$ cat src/design/lfm_pkg.sv
// Shared types and constants for the latency fluctuation monitor.
// Item and result payload structs, register map and alarm level codes.
// No dependencies.
package lfm_pkg;

    // Timestamp width of every time field
    localparam int TIME_BITS = 48;
    // Signed transit difference (receiver - sender)
    localparam int DIFF_BITS = TIME_BITS + 1;
    // Magnitude of a difference of two differences
    localparam int MAG_BITS  = TIME_BITS + 1;

    localparam int RATE_BITS  = 16;
    localparam int LIMIT_BITS = 31;
    localparam int FLUCT_BITS = 32;
    localparam int CFG_INDEX_BITS = 3;

    // Register reset values
    localparam logic [RATE_BITS-1:0]  RATE_RESET    = 16'd100;
    localparam logic [LIMIT_BITS-1:0] CLAMP_RESET   = 31'd300000;
    localparam logic [LIMIT_BITS-1:0] REF_AGE_RESET = 31'd300000;
    localparam logic [LIMIT_BITS-1:0] STALE_RESET   = 31'd3600000;
    localparam logic [LIMIT_BITS-1:0] ERROR_RESET   = 31'd0;
    localparam logic [LIMIT_BITS-1:0] WARNING_RESET = 31'd0;

    // Register map
    typedef enum logic [CFG_INDEX_BITS-1:0] {
        CFG_RATE    = 3'd0,
        CFG_CLAMP   = 3'd1,
        CFG_REF_AGE = 3'd2,
        CFG_STALE   = 3'd3,
        CFG_ERROR   = 3'd4,
        CFG_WARNING = 3'd5
    } cfg_reg_t;

    typedef enum logic [1:0] {
        LEVEL_NONE    = 2'd0,
        LEVEL_WARNING = 2'd1,
        LEVEL_ERROR   = 2'd2
    } alarm_level_t;

    typedef struct packed {
        logic [TIME_BITS-1:0] sender_ms;
        logic [TIME_BITS-1:0] receiver_ms;
        logic [TIME_BITS-1:0] wall_ms;
    } item_t;

    typedef struct packed {
        logic signed [FLUCT_BITS-1:0] fluct_prev;
        logic signed [FLUCT_BITS-1:0] fluct_ref;
        logic                         evaluated;
        alarm_level_t                 alarm_level;
        logic                         alarm_source;
    } result_t;

endpackage

$ cat src/design/latency_fluctuation_monitor_top.sv
// Latency fluctuation monitor: three-stage pipeline, top level.
// Depends on lfm_pkg (payload structs, register map, level codes).
// One item per clock unless stalled; each item gives exactly one result.

// Throughput is one item per cycle when the output side is not stalled;
// items pass the stage-one, two and three registers in turn. Stage one
// registers the wall time and transit difference (receiver - sender). Stage two holds
// the monitor state: it makes the rate and staleness decisions, forms the
// raw change against the previous and reference differences, and updates
// the state in the same cycle, so consecutive items chain through this
// stage at one per cycle. Stage three applies the clamp, picks the larger
// fluctuation (ties go to the reference) and grades it. Items skipped by
// the rate limit return an all-zero result and leave the state untouched.
// Configuration must be written only while the pipeline is empty.
module latency_fluctuation_monitor_top (
    input  logic                                   clk,
    input  logic                                   rst_n,
    // item channel
    input  logic                                   item_valid,
    output logic                                   item_ready,
    input  lfm_pkg::item_t                         item,
    // result channel
    output logic                                   result_valid,
    input  logic                                   result_ready,
    output lfm_pkg::result_t                       result,
    // configuration writes
    input  logic                                   cfg_we,
    input  logic [lfm_pkg::CFG_INDEX_BITS-1:0]     cfg_index,
    input  logic [lfm_pkg::LIMIT_BITS-1:0]         cfg_data
);
    import lfm_pkg::*;

    // ---------------- configuration registers ----------------
    logic [RATE_BITS-1:0]  rate_reg;
    logic [LIMIT_BITS-1:0] clamp_reg;
    logic [LIMIT_BITS-1:0] ref_age_reg;
    logic [LIMIT_BITS-1:0] stale_reg;
    logic [LIMIT_BITS-1:0] error_reg;
    logic [LIMIT_BITS-1:0] warning_reg;

    // ---------------- monitor state ----------------
    logic signed [DIFF_BITS-1:0] last_diff_reg, last_diff_next;
    logic signed [DIFF_BITS-1:0] ref_diff_reg, ref_diff_next;
    logic [TIME_BITS-1:0]        ref_time_reg, ref_time_next;
    // time of the last check; also serves as the rate-limit reference
    logic [TIME_BITS-1:0]        last_check_reg, last_check_next;
    logic                        has_run_reg, has_run_next;

    // ---------------- pipeline registers ----------------
    logic                        in_valid_reg;
    logic signed [DIFF_BITS-1:0] in_diff_reg, in_diff_next;
    logic [TIME_BITS-1:0]        in_wall_reg;

    logic                        mid_valid_reg;
    logic                        mid_eval_reg, mid_eval_next;
    logic                        mid_stale_reg, mid_stale_next;
    logic                        mid_neg_p_reg, mid_neg_p_next;
    logic [MAG_BITS-1:0]         mid_mag_p_reg, mid_mag_p_next;
    logic                        mid_neg_r_reg, mid_neg_r_next;
    logic [MAG_BITS-1:0]         mid_mag_r_reg, mid_mag_r_next;

    logic                        out_valid_reg;
    result_t                     result_reg, result_next;

    // ---------------- flow control ----------------
    logic out_open;
    logic mid_open;
    logic in_xfer;
    logic mid_load;

    assign out_open   = !out_valid_reg || result_ready;
    assign mid_open   = !mid_valid_reg || out_open;
    assign item_ready = !in_valid_reg || mid_open;
    assign in_xfer    = item_valid && item_ready;
    assign mid_load   = in_valid_reg && mid_open;

    assign result_valid = out_valid_reg;
    assign result       = result_reg;

    // ---------------- configuration write ----------------
    always_ff @(posedge clk or negedge rst_n)
    begin
        if (!rst_n)
        begin
            rate_reg    <= RATE_RESET;
            clamp_reg   <= CLAMP_RESET;
            ref_age_reg <= REF_AGE_RESET;
            stale_reg   <= STALE_RESET;
            error_reg   <= ERROR_RESET;
            warning_reg <= WARNING_RESET;
        end
        else if (cfg_we)
        begin
            unique case (cfg_index)
                CFG_RATE:    rate_reg    <= cfg_data[RATE_BITS-1:0];
                CFG_CLAMP:   clamp_reg   <= cfg_data;
                CFG_REF_AGE: ref_age_reg <= cfg_data;
                CFG_STALE:   stale_reg   <= cfg_data;
                CFG_ERROR:   error_reg   <= cfg_data;
                CFG_WARNING: warning_reg <= cfg_data;
                default:     ;
            endcase
        end
    end

    // ---------------- stage 1: transit difference ----------------
    assign in_diff_next = DIFF_BITS'({1'b0, item.receiver_ms})
                        - DIFF_BITS'({1'b0, item.sender_ms});

    always_ff @(posedge clk or negedge rst_n)
    begin
        if (!rst_n)
        begin
            in_valid_reg <= 1'b0;
        end
        else if (item_ready)
        begin
            in_valid_reg <= item_valid;
        end
    end

    always_ff @(posedge clk)
    begin
        if (in_xfer)
        begin
            in_diff_reg <= in_diff_next;
            in_wall_reg <= item.wall_ms;
        end
    end

    // ---------------- stage 2: decisions and state update ----------------
    logic                     wall_ge;
    logic [TIME_BITS-1:0]     gap;
    logic                     skip;
    logic [TIME_BITS:0]       ref_expiry;
    logic                     ref_upd;
    logic signed [DIFF_BITS:0] dp_fwd, dp_bwd, dr_fwd, dr_bwd;

    assign wall_ge = in_wall_reg >= last_check_reg;
    assign gap     = in_wall_reg - last_check_reg;
    assign skip    = has_run_reg && wall_ge && (gap < TIME_BITS'(rate_reg));

    // reference expiry computed one bit wider so the sum cannot wrap
    assign ref_expiry = (TIME_BITS+1)'(ref_time_reg) + (TIME_BITS+1)'(ref_age_reg);
    assign ref_upd    = (ref_expiry < {1'b0, in_wall_reg}) || (in_diff_reg < ref_diff_reg);

    // both subtraction orders in parallel; the sign of one picks the magnitude
    assign dp_fwd = {in_diff_reg[DIFF_BITS-1], in_diff_reg}
                  - {last_diff_reg[DIFF_BITS-1], last_diff_reg};
    assign dp_bwd = {last_diff_reg[DIFF_BITS-1], last_diff_reg}
                  - {in_diff_reg[DIFF_BITS-1], in_diff_reg};
    assign dr_fwd = {in_diff_reg[DIFF_BITS-1], in_diff_reg}
                  - {ref_diff_reg[DIFF_BITS-1], ref_diff_reg};
    assign dr_bwd = {ref_diff_reg[DIFF_BITS-1], ref_diff_reg}
                  - {in_diff_reg[DIFF_BITS-1], in_diff_reg};

    always_comb
    begin
        mid_eval_next  = !skip;
        mid_stale_next = wall_ge && (gap >= TIME_BITS'(stale_reg));
        mid_neg_p_next = dp_fwd[DIFF_BITS];
        mid_mag_p_next = dp_fwd[DIFF_BITS] ? dp_bwd[MAG_BITS-1:0] : dp_fwd[MAG_BITS-1:0];
        mid_neg_r_next = dr_fwd[DIFF_BITS];
        mid_mag_r_next = dr_fwd[DIFF_BITS] ? dr_bwd[MAG_BITS-1:0] : dr_fwd[MAG_BITS-1:0];
    end

    always_comb
    begin
        last_diff_next  = last_diff_reg;
        ref_diff_next   = ref_diff_reg;
        ref_time_next   = ref_time_reg;
        last_check_next = last_check_reg;
        has_run_next    = has_run_reg;
        if (mid_load && !skip)
        begin
            has_run_next    = 1'b1;
            last_check_next = in_wall_reg;
            last_diff_next  = in_diff_reg;
            if (ref_upd)
            begin
                ref_diff_next = in_diff_reg;
                ref_time_next = in_wall_reg;
            end
        end
    end

    always_ff @(posedge clk or negedge rst_n)
    begin
        if (!rst_n)
        begin
            last_diff_reg  <= '0;
            ref_diff_reg   <= '0;
            ref_time_reg   <= '0;
            last_check_reg <= '0;
            has_run_reg    <= 1'b0;
            mid_valid_reg  <= 1'b0;
        end
        else
        begin
            last_diff_reg  <= last_diff_next;
            ref_diff_reg   <= ref_diff_next;
            ref_time_reg   <= ref_time_next;
            last_check_reg <= last_check_next;
            has_run_reg    <= has_run_next;
            if (mid_open)
            begin
                mid_valid_reg <= in_valid_reg;
            end
        end
    end

    always_ff @(posedge clk)
    begin
        if (mid_load)
        begin
            mid_eval_reg  <= mid_eval_next;
            mid_stale_reg <= mid_stale_next;
            mid_neg_p_reg <= mid_neg_p_next;
            mid_mag_p_reg <= mid_mag_p_next;
            mid_neg_r_reg <= mid_neg_r_next;
            mid_mag_r_reg <= mid_mag_r_next;
        end
    end

    // ---------------- stage 3: clamp, pick and grade ----------------
    logic [LIMIT_BITS-1:0] ap, ar, pick;
    logic                  src_ref;
    logic                  zero_p, zero_r;

    assign zero_p  = mid_stale_reg || (mid_mag_p_reg > MAG_BITS'(clamp_reg));
    assign zero_r  = mid_stale_reg || (mid_mag_r_reg > MAG_BITS'(clamp_reg));
    assign ap      = zero_p ? '0 : mid_mag_p_reg[LIMIT_BITS-1:0];
    assign ar      = zero_r ? '0 : mid_mag_r_reg[LIMIT_BITS-1:0];
    assign src_ref = !(ap > ar);
    assign pick    = src_ref ? ar : ap;

    always_comb
    begin
        result_next = '0;
        if (mid_eval_reg)
        begin
            result_next.evaluated    = 1'b1;
            result_next.alarm_source = src_ref;
            result_next.fluct_prev   = mid_neg_p_reg ? -FLUCT_BITS'(ap) : FLUCT_BITS'(ap);
            result_next.fluct_ref    = mid_neg_r_reg ? -FLUCT_BITS'(ar) : FLUCT_BITS'(ar);
            priority if (pick > error_reg)
                result_next.alarm_level = LEVEL_ERROR;
            else if (pick > warning_reg)
                result_next.alarm_level = LEVEL_WARNING;
            else
                result_next.alarm_level = LEVEL_NONE;
        end
    end

    always_ff @(posedge clk or negedge rst_n)
    begin
        if (!rst_n)
        begin
            out_valid_reg <= 1'b0;
        end
        else if (out_open)
        begin
            out_valid_reg <= mid_valid_reg;
        end
    end

    always_ff @(posedge clk)
    begin
        if (out_open && mid_valid_reg)
        begin
            result_reg <= result_next;
        end
    end

    // ---------------- assertions ----------------
    // rate-skipped items come out all zero
    a_skip_zero: assert property (@(posedge clk) disable iff (!rst_n)
        (out_valid_reg && !result_reg.evaluated) |->
            (result_reg.fluct_prev == '0 && result_reg.fluct_ref == '0 &&
             result_reg.alarm_level == LEVEL_NONE && !result_reg.alarm_source))
        else $error("skipped item produced nonzero result");

    // any checked item leaves the monitor marked as run at its wall time
    a_has_run: assert property (@(posedge clk) disable iff (!rst_n)
        (mid_load && !skip) |=> (has_run_reg && last_check_reg == $past(in_wall_reg)))
        else $error("state not updated after a check");

    // a reference refresh takes the same difference as the last check
    a_ref_refresh: assert property (@(posedge clk) disable iff (!rst_n)
        (mid_load && !skip && ref_upd) |=> (ref_diff_reg == last_diff_reg))
        else $error("reference refresh out of step with last difference");

    // a stalled middle stage keeps its item
    a_mid_hold: assert property (@(posedge clk) disable iff (!rst_n)
        (mid_valid_reg && !out_open) |=>
            (mid_valid_reg && $stable(mid_mag_p_reg) && $stable(mid_eval_reg)))
        else $error("middle stage lost an item under stall");

    // a skipped item never touches the state
    a_skip_state: assert property (@(posedge clk) disable iff (!rst_n)
        (mid_load && skip) |=> ($stable(last_diff_reg) && $stable(ref_diff_reg) &&
                                $stable(last_check_reg)))
        else $error("skipped item changed monitor state");

endmodule
$ cat config.mk
export PLATFORM = sky130hd
export DESIGN_NAME = latency_fluctuation_monitor_top
export DESIGN_NICKNAME = d
export VERILOG_FILES = /design/src/design/lfm_pkg.sv /design/src/design/latency_fluctuation_monitor_top.sv
export SDC_FILE = /design/constraint.sdc
export NUM_CORES = 2
export LEC_CHECK = 0
export BUFFER_PORTS_ARGS = -buffer_cell sky130_fd_sc_hd__buf_4
export CORE_MARGIN = 2
export CORE_UTILIZATION = 57
export DETAILED_ROUTE_END_ITERATION = 10
export PLACE_DENSITY = 0.78
export SYNTH_ARGS = -nofsm -noshare
export SYNTH_HDL_FRONTEND = slang
export SYNTH_SLANG_ARGS = --single-unit
$ cat constraint.sdc
create_clock -name clk -period 7.22 [get_ports clk]
set_input_delay 0.361 -clock clk [delete_from_list [all_inputs] [get_ports clk]]
set_output_delay 0.361 -clock clk [all_outputs]
set_load 0.005 [all_outputs]
* Word level (Yosys, flattened, before mapping)
Cells that the tools add are included.
** Word-level totals
- Bits in registers :: 636
- Latch bits :: 0
- Memory bits (writable) :: 0
- ROM bits :: 0
- Input port bits :: 183
- Output and inout bits :: 70
- Logic and storage cells :: 94
- Memories :: 0
** Cells by class
- Add/sub/neg operators :: 9
- Multipliers :: 0
- Div/mod/pow operators :: 0
- Magnitude comparators :: 10
- Equal/unequal tests :: 5
- Shift operators :: 0
- Mux-type cells :: 10
- Bitwise operators :: 1
- Reduce and logical (&&, ||, !) cells :: 29
** Operators with widths (number)
- $mux 31 :: 5
- $sub 49x49->50 :: 2
- $gt 49x31->1 :: 2
- $mux 49 :: 2
- $sub 49x49->49 :: 2
- $gt 31x31->1 :: 3
- $neg 31->32 :: 2
- $add 48x31->49 :: 1
- $lt 49x48->1 :: 1
- $lt 49x49->1 :: 1
- $sub 48x48->49 :: 1
- $ge 48x31->1 :: 1
- $ge 48x48->1 :: 1
- $lt 48x16->1 :: 1
- $sub 48x48->48 :: 1
- $reduce_and 2->1 :: 9
- $logic_and 1x1->1 :: 7
- $eq 3x2->1 const B :: 2
- $eq 3x3->1 const B :: 2
- $logic_or 1x1->1 :: 6
- $logic_not 1->1 :: 5
- $mux 4 :: 1
- $eq 3x1->1 const B :: 1
- $logic_not 3->1 :: 1
- 4 further kinds :: 4

* Depth between registers and ports, before layout
- Word-level depth :: 9
- Gate-level depth with buffers :: 39
- Depth with buffers taken out :: 35

* Least setup slack after synthesis
OpenSTA, ideal clock, no wires.
- Path kind :: register to register
- From :: register clamp_reg[9]
- To :: register result_reg (netlist bit result[2]), data pin
- Library setup time :: 255 ps
- Data arrival time :: 6631 ps
- Path slack :: 335 ps
- Stages on the path, launching flop included :: 39
- Buffers on the path :: 4
- Cell sequence :: dfstp_2 > inv_1 > ha_1 > a21o_1 > a21o_1 > a211oi_1 > o21ai_0 > a221oi_1 > o41ai_1 > a21oi_1 > clkbuf_1 > clkbuf_1 > buf_1 > nand2_1 > inv_1 > ha_1 > nor2b_1 > o21ai_0 > (+3 left out) > a31oi_1 > nand2_1 > o21ai_0 > a21oi_1 > buf_2 > mux2i_1 > ha_1 > nor2b_1 > o21a_1 > o21a_1 > o21a_1 > o21a_1 > o21a_1 > o21bai_1 > a21oi_1 > o311ai_0 > nand2_1 > and2_1
** Between the ends
- Word-level cells in the longest chain between the ends :: 7
- Elaborated cells between the ends (all ways) :: 10
** RTL lines
- start: declaration :: line latency_fluctuation_monitor_top.sv:35 : logic [LIMIT_BITS-1:0] clamp_reg;
- start signal: assignment :: line latency_fluctuation_monitor_top.sv:96 : CFG_CLAMP: clamp_reg <= cfg_data;
- $gt 49x31->1 (on tied branches) :: line latency_fluctuation_monitor_top.sv:230, latency_fluctuation_monitor_top.sv:231
- $logic_or 1x1->1 (on tied branches) :: line latency_fluctuation_monitor_top.sv:230, latency_fluctuation_monitor_top.sv:231
- $mux 31 (on tied branches) :: line latency_fluctuation_monitor_top.sv:232, latency_fluctuation_monitor_top.sv:233
- $gt 31x31->1 :: line latency_fluctuation_monitor_top.sv:234 : assign src_ref = !(ap > ar);
- $mux 31 * :: line latency_fluctuation_monitor_top.sv:235 : assign pick = src_ref ? ar : ap;
- $gt 31x31->1 * :: line latency_fluctuation_monitor_top.sv:246 : priority if (pick > error_reg)
- $mux 2 * :: line latency_fluctuation_monitor_top.sv:246
- end signal: assignment :: line latency_fluctuation_monitor_top.sv:271 : result_reg <= result_next;
- end: declaration :: line latency_fluctuation_monitor_top.sv:63 : result_t result_reg, result_next;
Mark *: on every way between the ends. The rest lies on a longest branch, timed or not.
A chain may end at the register's enable or synchronous reset.

* Worst setup path in the final report
- From :: register mid_mag_r_reg[27]
- To :: register result_reg (netlist bit result[2]), data pin
** Between the ends
- Word-level cells in the longest chain between the ends :: 7
** RTL lines
- start: declaration :: line latency_fluctuation_monitor_top.sv:60 : logic [MAG_BITS-1:0] mid_mag_r_reg, mid_mag_r_next;
- start signal: assignment :: line latency_fluctuation_monitor_top.sv:221 : mid_mag_r_reg <= mid_mag_r_next;
- $gt 49x31->1 :: line latency_fluctuation_monitor_top.sv:231 : assign zero_r = mid_stale_reg || (mid_mag_r_reg > MAG_BITS'(clamp_reg));
- $logic_or 1x1->1 :: line latency_fluctuation_monitor_top.sv:231
- $mux 31 * :: line latency_fluctuation_monitor_top.sv:233 : assign ar = zero_r ? '0 : mid_mag_r_reg[LIMIT_BITS-1:0];
- $gt 31x31->1 :: line latency_fluctuation_monitor_top.sv:234
- $mux 31 * :: line latency_fluctuation_monitor_top.sv:235
- $gt 31x31->1 * :: line latency_fluctuation_monitor_top.sv:246
- $mux 2 * :: line latency_fluctuation_monitor_top.sv:246
Marks and branches as above.

==> run_results.csv <==
group,metric,value,unit
status,status,"finished, final reports clean",
yosys,ys_ff_latch,636,
clock_network,clock_latency,0.65,ns
sta,rsz0062_at_grt,"false",
global_routing,grt_pass1_wl,225000,µm
power_and_ir_drop,power.leakage,0.0261,µW
yosys,syn_area,49300,µm²
sta,fmax,146,MHz
detailed_routing,wl_per_cell,21.5,µm
global_routing,met2_usage,0.509,
detailed_routing,vias,41859,
layout,multi_input_area,29200,µm²
sta,max-slew-margin-rel,0.265,
die,ios,253,
yosys,synth_xor_area_frac,0.0446,
yosys,syn_nets,6138,
layout,final_util,0.650,
worst_setup_path,critical_path_buf_inv_count,4,
placement,gp_congestion,0.981,
die,die_w,298,µm
clock_network,clkTransAtPathRegs,0.07,ns
worst_setup_path,crit_fanout,19,
worst_setup_path,crit_required,7.61,ns
placement,dpl.cell_count,6618,
yosys,synth_fa_ha_area_frac,0.148,
layout,drive_above_1_share,0.118,
sta,period_share,0.949,
layout,seq_area,17300,µm²
clock_network,cts_tree,"done",
die,die_h,298,µm
placement,dp_slack,0.273,ns
yosys,yosysSeqAreaShare,0.351,
layout,n_fill_cell,7122,
power_and_ir_drop,p_per_area,385,nW/µm²
sta,finalMaxSlewViolations,0,
yosys,synth_cells,5377,
global_routing,antenna_found_initial,3,
worst_setup_path,endpoint_kind,"flop",
job,drv_cap,0,
clock_network,numCtsBuffers,73,
worst_setup_path,path_common_cell,"a21o_1",
sta,worst_slack,0.365,ns
worst_setup_path,arrival,7.24,ns
global_routing,grt_usage,0.320,
yosys,synth_mux_area_frac,0.0765,
die,fp.dieArea,88900,µm²
detailed_routing,drt_iter0_markers,3936,
layout,largest_register_ffs,68,
die,core.rowCount,107,
worst_setup_path,crit_type,"reg -> reg",
worst_setup_path,cp_slowest_cell,"edfxtp_1",
yosys,synth_edf_count,267,
yosys,syn_area_per_cell,9.17,µm²
detailed_routing,wirelength,146000,µm
sta,hold_violations,0,
yosys,ys.flop_type,"dfrtp_1",
detailed_routing,ant_nets,0,
sta,period_needed,6.85,ns
detailed_routing,dr.pass1.iters,6,
yosys,synth_compound_area_frac,0.190,
die,design.core.area,85400,µm²
sta,setup_viol_count_final,0,
sta,fin_skew,0.0265,ns
layout,final_nets,6375,
clock_network,root_buffer,"clkbuf_16",
yosys,synth_simple_gate_area_frac,0.130,
power_and_ir_drop,irDropWorstVdd,0.000279,V
clock_network,cts_buffer_depth,3,
worst_setup_path,setup.worst_path.start_class,"flop",
global_routing,grtUsageMet1,0.452,
global_routing,gr-usage-met3,0.0428,
worst_setup_path,critPathTopFamily,"compound AO/OA/AOI/OAI gates",
layout,area_growth,12.5,%
detailed_routing,vias_per_cell,6.14,
global_routing,overflow,0,
yosys,yosysWarnings,0,
global_routing,grt_start_max_net_pins,173,
yosys,postSynth.asyncResetShare,0.580,
global_routing,grt_pass1_vias,40373,
sta,worst_pin_slew,1.07,ns
yosys,yosysUniqueCellTypes,100,
global_routing,grt_busiest_layer,"met2",
yosys,synth_top_family_by_area,"compound AO/OA/AOI/OAI gates",
min_path,hp-class,"in -> reg",
power_and_ir_drop,total_power,21300,µW
die,start_util,0.577,
placement,hpwl,113000,µm
clock_network,ctsHtreeMaxLevel,3,
clock_network,clkSinkCount,636,
layout,final_cells,6819,
detailed_routing,drc_errors,0,
worst_setup_path,cpPeakStageDelay,0.46,ns
placement,numPortBuffers,252,
layout,antenna_cells,0,
sta,tns,0,ns
==> cell usage after synthesis (43+ instances only) <==
cell type | instances | area share
nor2b_1 | 55 | 0.0070
xnor2_1 | 165 | 0.029
nand2_1 | 422 | 0.032
a211oi_1 | 48 | 0.0073
edfxtp_1 | 267 | 0.16
clkbuf_1 | 133 | 0.010
ha_1 | 571 | 0.14
mux2_2 | 142 | 0.032
xor2_1 | 86 | 0.015
a21o_1 | 225 | 0.034
nor2_1 | 314 | 0.024
mux2i_1 | 205 | 0.042
o21bai_1 | 51 | 0.0078
a21oi_1 | 400 | 0.041
o21a_1 | 54 | 0.0082
nand4_1 | 114 | 0.014
o21ai_0 | 350 | 0.036
nor3_1 | 94 | 0.0095
dfrtp_1 | 339 | 0.17
nand3_1 | 88 | 0.0089
buf_2 | 43 | 0.0044
nand2b_1 | 57 | 0.0072
inv_1 | 538 | 0.041
a31oi_1 | 43 | 0.0055
==> where the power goes <==
group	internal, µW	total [µW]	switching (µW)
clock network	2230	3840	1610
logic	4570	11600	7020
registers	5130	5920	788
==> layout by cell type (no fill, tap or decap), types with 56 or more instances in the layout <==
master         instances
a21o_1               225
a21oi_1              397
buf_4                304
clkbuf_16             77
dfrtp_1              339
dlygate4sd3_1         56
edfxtp_1             267
ha_1                 571
inv_1                538
mux2_2               142
mux2i_1              202
nand2_1              421
nand2b_1              57
nand3_1               88
nand4_1              114
nor2_1               313
nor3_1                93
o21ai_0              346
xnor2_1              165
xor2_1                86
==> layer usage <==
metal  vias up  wire length (µm)
li1      19834                 -
met1     20133             65100
met2      1656             65800
met3       236             10900
met4         0              4520
met5         -                 0
==> logic make-up (layout without fill, tap and decap cells) <==
family / Yosys count / count (layout)
muxes: 358 / 358
buffers and inverters: 751 / 1049
AOI/OAI and AO/OA: 1465 / 1465
adders and majority gates: 579 / 579
xor gates and xnor gates: 251 / 251
DFF: 636 / 636
and+or+nand+nor: 1337 / 1337
==> per-stage QoR <==
step                      hold WS [ns]  cell area, µm²
after floorplan                 0.0654           49300
after global placement           0.307           52300
after detailed placement         0.312           52300
after CTS                      0.00149           55300
after global routing            0.0180           55500
final                           0.0157           55500
==> cell type report <==
| class | count | area share |
|---|---|---|
| Multi-Input combinational cell | 3990 | 0.526 |
| Sequential cell | 636 | 0.312 |
| Timing Repair Buffer | 372 | 0.0555 |
| Clock buffer | 95 | 0.0366 |
| Inverter | 541 | 0.0366 |
| Tap cell | 1144 | 0.0258 |
| Clock inverter | 41 | 0.00785 |
==> final timing paths <==
| check | start | to | slack, ns | cells after the start |
|---|---|---|---|---|
| min | cfg_data[19] | error_reg[19] | 0.02 | 3 |
| max in group asynchronous | rst_n | last_check_reg[36] | 5.58 | 3 |
| max reg2reg | mid_mag_r_reg[27] | result[2] | 0.37 | 34 |
| min in group asynchronous | rst_n | error_reg[1] | 0.22 | 2 |
| min reg2reg | last_diff_reg[48] | last_diff_reg[48] | 0.49 | 1 |
| max | mid_mag_r_reg[27] | result[2] | 0.37 | 34 |
==> worst register-to-register path, delay by kind of cell (launching register included) <==
kind | cells | cell delay (ns)
compound gates | 16 | 2.37
fa+ha+maj | 3 | 0.92
buf+inv | 4 | 0.74
flops | 1 | 0.46
mux | 1 | 0.27
simple gates | 10 | 1.83
==> repair_timing <==
action                                 in CTS  in global routing
endpoints found under the hold margin     107                  0
setup endpoints to repair                   0                  2
resized for setup                           0                 18
hold buffers                               56                  0
buffers inserted                            0                  7
No activity file was read; power rests on OpenSTA's default activity.
